--- src/hdl/clsr_pkg.sv ---
`timescale 1ns / 1ps
`default_nettype none

package clsr_pkg;

	// Moduli, multipliers and fold constants (2^31 - modulus) of the two generators
	localparam logic [30:0] MOD1        = 31'd2147483563;
	localparam logic [30:0] MOD2        = 31'd2147483399;
	localparam logic [15:0] MUL1        = 16'd40014;
	localparam logic [15:0] MUL2        = 16'd40692;
	localparam logic [7:0]  FOLD1       = 8'd85;
	localparam logic [7:0]  FOLD2       = 8'd249;
	localparam logic [30:0] WRAP1       = 31'd2147483562;
	localparam logic [30:0] SEED2_RESET = 31'd123456789;

	// Generator steps discarded before the table fill on reseed
	localparam int WARMUP = 8;

	localparam int SHUFFLE_DEPTH_DEF = 32;

	// Commands
	localparam logic CMD_DRAW   = 1'b0;
	localparam logic CMD_RESEED = 1'b1;

	typedef logic [46:0] prod_t;

	// Reduce a (31 x 16)-bit product modulo m = 2^31 - c.
	// hi * 2^31 + lo == hi * c + lo (mod m); the sum stays below 2m.
	function automatic logic [30:0] fold_mod(input prod_t p, input logic [7:0] c,
			input logic [30:0] m);
		logic [31:0] x;
		x = 32'(p[46:31]) * 32'(c) + 32'(p[30:0]);
		if (x >= {1'b0, m}) begin
			x = x - {1'b0, m};
		end
		return x[30:0];
	endfunction

endpackage

`default_nettype wire

--- src/hdl/clsr_ram.sv ---
`timescale 1ns / 1ps
`default_nettype none

module clsr_ram #(
	parameter int WIDTH = 31,
	parameter int DEPTH = 32
) (
	input  wire logic                     clk,
	input  wire logic                     we,
	input  wire logic [$clog2(DEPTH)-1:0] waddr,
	input  wire logic [WIDTH-1:0]         wdata,
	input  wire logic                     re,
	input  wire logic [$clog2(DEPTH)-1:0] raddr,
	output      logic [WIDTH-1:0]         rdata
);

	logic [WIDTH-1:0] mem_q [DEPTH];

	// One write port, one registered read port
	always_ff @(posedge clk) begin
		if (we) begin
			mem_q[waddr] <= wdata;
		end
		if (re) begin
			rdata <= mem_q[raddr];
		end
	end

endmodule

`default_nettype wire

--- src/hdl/combined_lcg_shuffle_rng.sv ---
`timescale 1ns / 1ps
`default_nettype none

// Channel   Handshake            Payload
// command   start / busy         command, seed
// result    done (one cycle)     value
//
// A draw keeps busy high after the transfer while it multiplies, folds and
// reads the table on the shared multiply and fold unit; done rises as busy
// falls, and no command is taken before that. A reseed first steps the first
// generator SHUFFLE_DEPTH + 8 times, one multiply and fold each, then draws.
// Reset restores both generators, clears the last output and the table valid
// bits; the shuffle table reads as zero until written. done cannot be stalled.

module combined_lcg_shuffle_rng #(
	parameter int SHUFFLE_DEPTH = clsr_pkg::SHUFFLE_DEPTH_DEF
) (
	input  wire logic        clk,
	input  wire logic        arst_n,
	input  wire logic        start,
	output      logic        busy,
	input  wire logic        command,
	input  wire logic [30:0] seed,
	output      logic        done,
	output      logic [30:0] value
);

	import clsr_pkg::*;

	localparam int SLOT_W = $clog2(SHUFFLE_DEPTH);
	localparam int CNT_W  = $clog2(SHUFFLE_DEPTH + WARMUP);
	localparam int EB_W   = SLOT_W + 31;

	// Bucket size and its reciprocal scaled by 2^31
	localparam logic [63:0] BUCKET_L = 64'd1 + 64'(WRAP1) / 64'(SHUFFLE_DEPTH);
	localparam logic [30:0] BUCKET   = 31'(BUCKET_L);
	localparam logic [SLOT_W:0] RECIP = (SLOT_W + 1)'((64'd1 << 31) / BUCKET_L);

	typedef enum logic [2:0] {
		S_IDLE,
		S_R_MUL,
		S_R_FOLD,
		S_D_MUL,
		S_D_FOLD,
		S_D_READ
	} state_t;

	state_t                state_q;
	logic [30:0]           gen1_q;
	logic [30:0]           gen2_q;
	logic [30:0]           last_q;
	logic [CNT_W-1:0]      cnt_q;
	logic [SHUFFLE_DEPTH-1:0] vld_q;

	prod_t                 p1_q;
	prod_t                 p2_q;
	logic [SLOT_W-1:0]     est_q;
	logic [SLOT_W-1:0]     slot_q;

	logic [30:0]           nxt1;
	logic [30:0]           nxt2;
	logic [SLOT_W+31:0]    est_prod;
	logic [EB_W-1:0]       est_b;
	logic [EB_W-1:0]       rem;
	logic [SLOT_W:0]       slot_wide;
	logic [SLOT_W-1:0]     slot;
	logic [30:0]           tbl;
	logic signed [31:0]    diff;
	logic [30:0]           draw_val;
	logic                  fill_we;
	logic                  ram_we;
	logic [SLOT_W-1:0]     ram_waddr;
	logic [30:0]           ram_wdata;
	logic                  ram_re;
	logic [30:0]           ram_rdata;

	assign busy = (state_q != S_IDLE);

	// Generator step results from the registered products
	assign nxt1 = fold_mod(p1_q, FOLD1, MOD1);
	assign nxt2 = fold_mod(p2_q, FOLD2, MOD2);

	// Slot estimate from the reciprocal, low by at most one
	assign est_prod = (SLOT_W + 32)'(last_q) * (SLOT_W + 32)'(RECIP);

	// Slot correction and guard against the last slot
	always_comb begin
		est_b     = EB_W'(est_q) * EB_W'(BUCKET);
		rem       = EB_W'(last_q) - est_b;
		slot_wide = (SLOT_W + 1)'(est_q) + (SLOT_W + 1)'(rem >= EB_W'(BUCKET));
		if (slot_wide >= (SLOT_W + 1)'(SHUFFLE_DEPTH)) begin
			slot = SLOT_W'(SHUFFLE_DEPTH - 1);
		end else begin
			slot = slot_wide[SLOT_W-1:0];
		end
	end

	// Entry minus second generator, wrapped into 1..WRAP1
	always_comb begin
		tbl  = vld_q[slot_q] ? ram_rdata : 31'd0;
		diff = $signed({1'b0, tbl}) - $signed({1'b0, gen2_q});
		if (diff < 32'sd1) begin
			draw_val = 31'(diff + $signed({1'b0, WRAP1}));
		end else begin
			draw_val = diff[30:0];
		end
	end

	// Table port: fill on reseed, refill on draw
	always_comb begin
		fill_we   = (state_q == S_R_FOLD) && (cnt_q < CNT_W'(SHUFFLE_DEPTH));
		ram_we    = fill_we || (state_q == S_D_READ);
		ram_re    = (state_q == S_D_FOLD);
		if (state_q == S_D_READ) begin
			ram_waddr = slot_q;
			ram_wdata = gen1_q;
		end else begin
			ram_waddr = cnt_q[SLOT_W-1:0];
			ram_wdata = nxt1;
		end
	end

	clsr_ram #(
		.WIDTH (31),
		.DEPTH (SHUFFLE_DEPTH)
	) u_table (
		.clk   (clk),
		.we    (ram_we),
		.waddr (ram_waddr),
		.wdata (ram_wdata),
		.re    (ram_re),
		.raddr (slot),
		.rdata (ram_rdata)
	);

	// Datapath registers
	always_ff @(posedge clk) begin
		if (state_q == S_R_MUL || state_q == S_D_MUL) begin
			p1_q <= prod_t'(gen1_q) * prod_t'(MUL1);
			p2_q <= prod_t'(gen2_q) * prod_t'(MUL2);
		end
		if (state_q == S_D_MUL) begin
			est_q <= est_prod[SLOT_W+30:31];
		end
		if (state_q == S_D_FOLD) begin
			slot_q <= slot;
		end
		if (state_q == S_D_READ) begin
			value <= draw_val;
		end
	end

	// Sequencer, generator state and result strobe
	always_ff @(posedge clk or negedge arst_n) begin
		if (!arst_n) begin
			state_q <= S_IDLE;
			gen1_q  <= 31'd1;
			gen2_q  <= SEED2_RESET;
			last_q  <= 31'd0;
			cnt_q   <= '0;
			vld_q   <= '0;
			done    <= 1'b0;
		end else begin
			done <= 1'b0;
			if (ram_we) begin
				vld_q[ram_waddr] <= 1'b1;
			end
			unique case (state_q)
				S_IDLE: begin
					if (start) begin
						if (command == CMD_RESEED) begin
							gen1_q  <= (seed == 31'd0) ? 31'd1 : seed;
							gen2_q  <= (seed == 31'd0) ? 31'd1 : seed;
							cnt_q   <= CNT_W'(SHUFFLE_DEPTH + WARMUP - 1);
							state_q <= S_R_MUL;
						end else begin
							state_q <= S_D_MUL;
						end
					end
				end
				S_R_MUL: begin
					state_q <= S_R_FOLD;
				end
				S_R_FOLD: begin
					gen1_q <= nxt1;
					if (cnt_q == '0) begin
						last_q  <= nxt1;
						state_q <= S_D_MUL;
					end else begin
						cnt_q   <= cnt_q - CNT_W'(1);
						state_q <= S_R_MUL;
					end
				end
				S_D_MUL: begin
					state_q <= S_D_FOLD;
				end
				S_D_FOLD: begin
					gen1_q  <= nxt1;
					gen2_q  <= nxt2;
					state_q <= S_D_READ;
				end
				S_D_READ: begin
					last_q  <= draw_val;
					done    <= 1'b1;
					state_q <= S_IDLE;
				end
				default: begin
					state_q <= S_IDLE;
				end
			endcase
		end
	end

endmodule

`default_nettype wire

--- config.mk ---
export PLATFORM = sky130hd
export DESIGN_NAME = combined_lcg_shuffle_rng
export DESIGN_NICKNAME = d
export VERILOG_FILES = /design/src/hdl/clsr_pkg.sv /design/src/hdl/clsr_ram.sv /design/src/hdl/combined_lcg_shuffle_rng.sv
export SDC_FILE = /design/constraint.sdc
export NUM_CORES = 2
export LEC_CHECK = 0
export ABC_CLOCK_PERIOD_IN_PS = 10600
export BUFFER_PORTS_ARGS = -buffer_cell sky130_fd_sc_hd__clkbuf_2
export CORE_MARGIN = 2
export CORE_UTILIZATION = 40
export CTS_CLUSTER_DIAMETER = 200
export DETAILED_ROUTE_END_ITERATION = 7
export SYNTH_ARGS = -nofsm -noshare
export SYNTH_HDL_FRONTEND = slang
export SYNTH_SLANG_ARGS = --single-unit
--- constraint.sdc ---
create_clock -name clk -period 10.6 [get_ports clk]
set_input_delay 0 -clock clk [delete_from_list [all_inputs] [get_ports clk]]
set_output_delay 0 -clock clk [all_outputs]
set_load 0.005 [all_outputs]
==> results.yml <==
outcome:
  status: "complete, no violations"
floorplan:
  core_um2: 194600
  rows: 162
  die_w_um: 446.4
  pin_count: 68
  start_util_pct: 40.22
  fp.dieH_um: 446.4
  dieArea_um2: 199200
critical_path:
  worst-path-max-fanout: 83
  critPathMaxStageDelay_ns: 0.67
  critPathKind: "reg2reg"
  cp.arrival_ns: 10.30
  r2r_cells: 37
  cp-end-kind: "register"
  crit_path_start_kind: "register"
  critical_path_required_ns: 11.26
  cp_slowest_cell: "fa_1"
routing:
  firstDrtPassIters: 7
  route.detailed.drc: 0
  drtIter0Drc: 5616
  wirelength_um: 237400
  via_per_inst: 5.815
  wl_per_cell_um: 25.60
  ant_nets: 0
  dr_total_vias: 53930
cts:
  cts-root-buf: "clkbuf_16"
  cts.clk_slew.worst_paths_ns: 0.06
  clock_sinks: 1289
  htreeDepth: 4
  cts_tree: "done"
  cts_buffers: 138
  cts_setup_buffers: 0
  cts_resized: 0
  insertion_delay_ns: 0.81
  cts_max_path_buffers: 3
timing:
  fin_crit_sh_pct: 90.95
  worst_slew_pin_slew_ns: 1.399
  hold_violations: 0
  setup_viol: 0
  fin_skew_ns: 0.06329
  slew_headroom_pct: 6.633
  grt_setup_unrepaired: "false"
  slew_violations: 0
  finalCriticalPeriod_ns: 9.640
  fmax_mhz: 103.7
  tns_ns: 0
worst_hold_path:
  whs_path_depth: 3
  hp-class: "in2reg"
finish:
  fin_area_um2: 87100
  fillCellCount: 17670
  drive_gt1_share_pct: 9.191
  area_growth_pct: 11.28
  nets: 7652
  mostFrequentLayoutCells: "1155 x edfxtp_1, 721 x nand2_1, 569 x inv_1, 535 x ha_1, 465 x fa_1"
  final_cells: 9274
  post-route-util_pct: 44.76
  final_common_cell: "edfxtp_1"
yosys:
  ys_warn_count: 0
  synthCells: 6561
  syn-cell-area_um2: 78270
  synth_top_flop_cell: "edfxtp_1"
  yosys.area.top_type: "edfxtp_1"
  ys_seq_area_share_pct: 48.62
  netlist_top_cells_area: "edfxtp_1 44%, fa_1 12%, ha_1 8.6%, dfrtp_1 3.7%, nand2_1 3.5%"
  synth_seq_cells: 1289
  synth_top_area_share_pct: 44.31
  synth_edf_count: 1155
  async_reset_ff_share_pct: 10.40
  yosysUniqueCellTypes: 104
  syn_avg_cell_area_um2: 11.93
  syn_nets: 7597
place:
  gp_congestion: 0.9252
  io_buffers: 67
  post-dp-hpwl_um: 159000
  dp.cells: 8982
  dpl_cell_area_um2: 82110
global_routing:
  grt_pass1_vias: 53420
  grt_pass1_wl_um: 351600
  antenna_found_initial: 10
  grt-ovfl-total: 0
  track_usage_pct: 23.76
  grt_max_degree: 150
run:
  cap_violations: 0
[cells by family after synthesis]
kind of cell	share of synthesized area, %
buffers and inverters	4.418
and+or+nand+nor	10.22
muxes	1.509
xor gates and xnor gates	2.548
adders and majority gates	20.46
DFF	48.62
AOI/OAI and AO/OA	12.22
[Yosys cell counts, types with 32 or more instances]
cell and number:
nand3_1 182, nor2_1 288, o22ai_1 100, a22oi_1 32, o221ai_1 168, a21o_1 117, and3_1 126, dfrtp_1 117
a21oi_1 216, or2_2 46, fa_1 465, o21a_1 45, clkbuf_1 262, nand4_1 34, o21ai_0 274, a311oi_1 66
nor3_1 91, xor2_1 79, nor2b_1 49, a31oi_1 98, edfxtp_1 1155, inv_1 572, nand2_1 721, xnor2_1 145
a211oi_1 72, ha_1 536, mux4_2 41
[what timing repair did]
item                       CTS  global route
hold buffers                36             0
hold endpoints to repair   136             0
setup endpoints to repair    0             0
[path summary, 6_finish.rpt]
path,from,to,slack [ns]
min in group asynchronous,arst_n,gen1_q[0],0.43
worst max-delay path,est_q[3],u_table.rdata[9],0.96
worst max register to register,est_q[3],u_table.rdata[9],0.96
worst min register to register,vld_q[19],vld_q[19],0.47
worst min-delay path,start,state_q[0],0.13
max in group asynchronous,arst_n,vld_q[28],9.26
[metrics by stage]
stage,setup slack [ns],hold slack (ns)
after floorplan,1.837,-0.2956
after global routing,0.3240,0.1101
after detailed placement,1.012,0.1076
after global placement,1.185,0.1124
after CTS,0.9762,0.07131
final,0.9598,0.1287
[state kept, by name, indices dropped and copies added (netlist names), 6 cells and up]
name,cells
cnt_q,6
gen1_q,31
gen2_q,31
last_q,30
p1_q,46
p2_q,45
u_table.mem_q,992
u_table.rdata,31
value,31
vld_q,32
[critical path, delay by kind of cell, from the launching register on]
kind | cells | cell delay, ns
xor+xnor | 1 | 0.08
compound gates | 18 | 3.54
mux | 1 | 0.35
buf+inv | 5 | 1.14
fa+ha+maj | 8 | 3.16
flops | 1 | 0.56
simple gates | 4 | 0.62
[metal layers]
metal	GRT usage [%]	wire [um]	vias to the layer above
li1	-	-	24060
met1	31.90	99230	27470
met2	38.92	112500	2034
met3	3.612	16130	360
met4	8.867	9579	0
met5	0	0	-
[final cells by class]
| class | count | area, um2 | share of cell area [%] |
|---|---|---|---|
| diodes | 8 | 20.02 | 0.02299 |
| clock buffers | 176 | 3742 | 4.297 |
| clock inverters | 72 | 848.3 | 0.9740 |
| inverters | 573 | 2163 | 2.484 |
| multi-input cells | 4392 | 37250 | 42.76 |
| flip-flops and latches | 1289 | 38060 | 43.70 |
| well taps | 2542 | 3181 | 3.652 |
| repair buffers | 222 | 1838 | 2.110 |
Power is not shown: default switching activity piles up to over one toggle a cycle in this logic, so the estimate is an artifact.
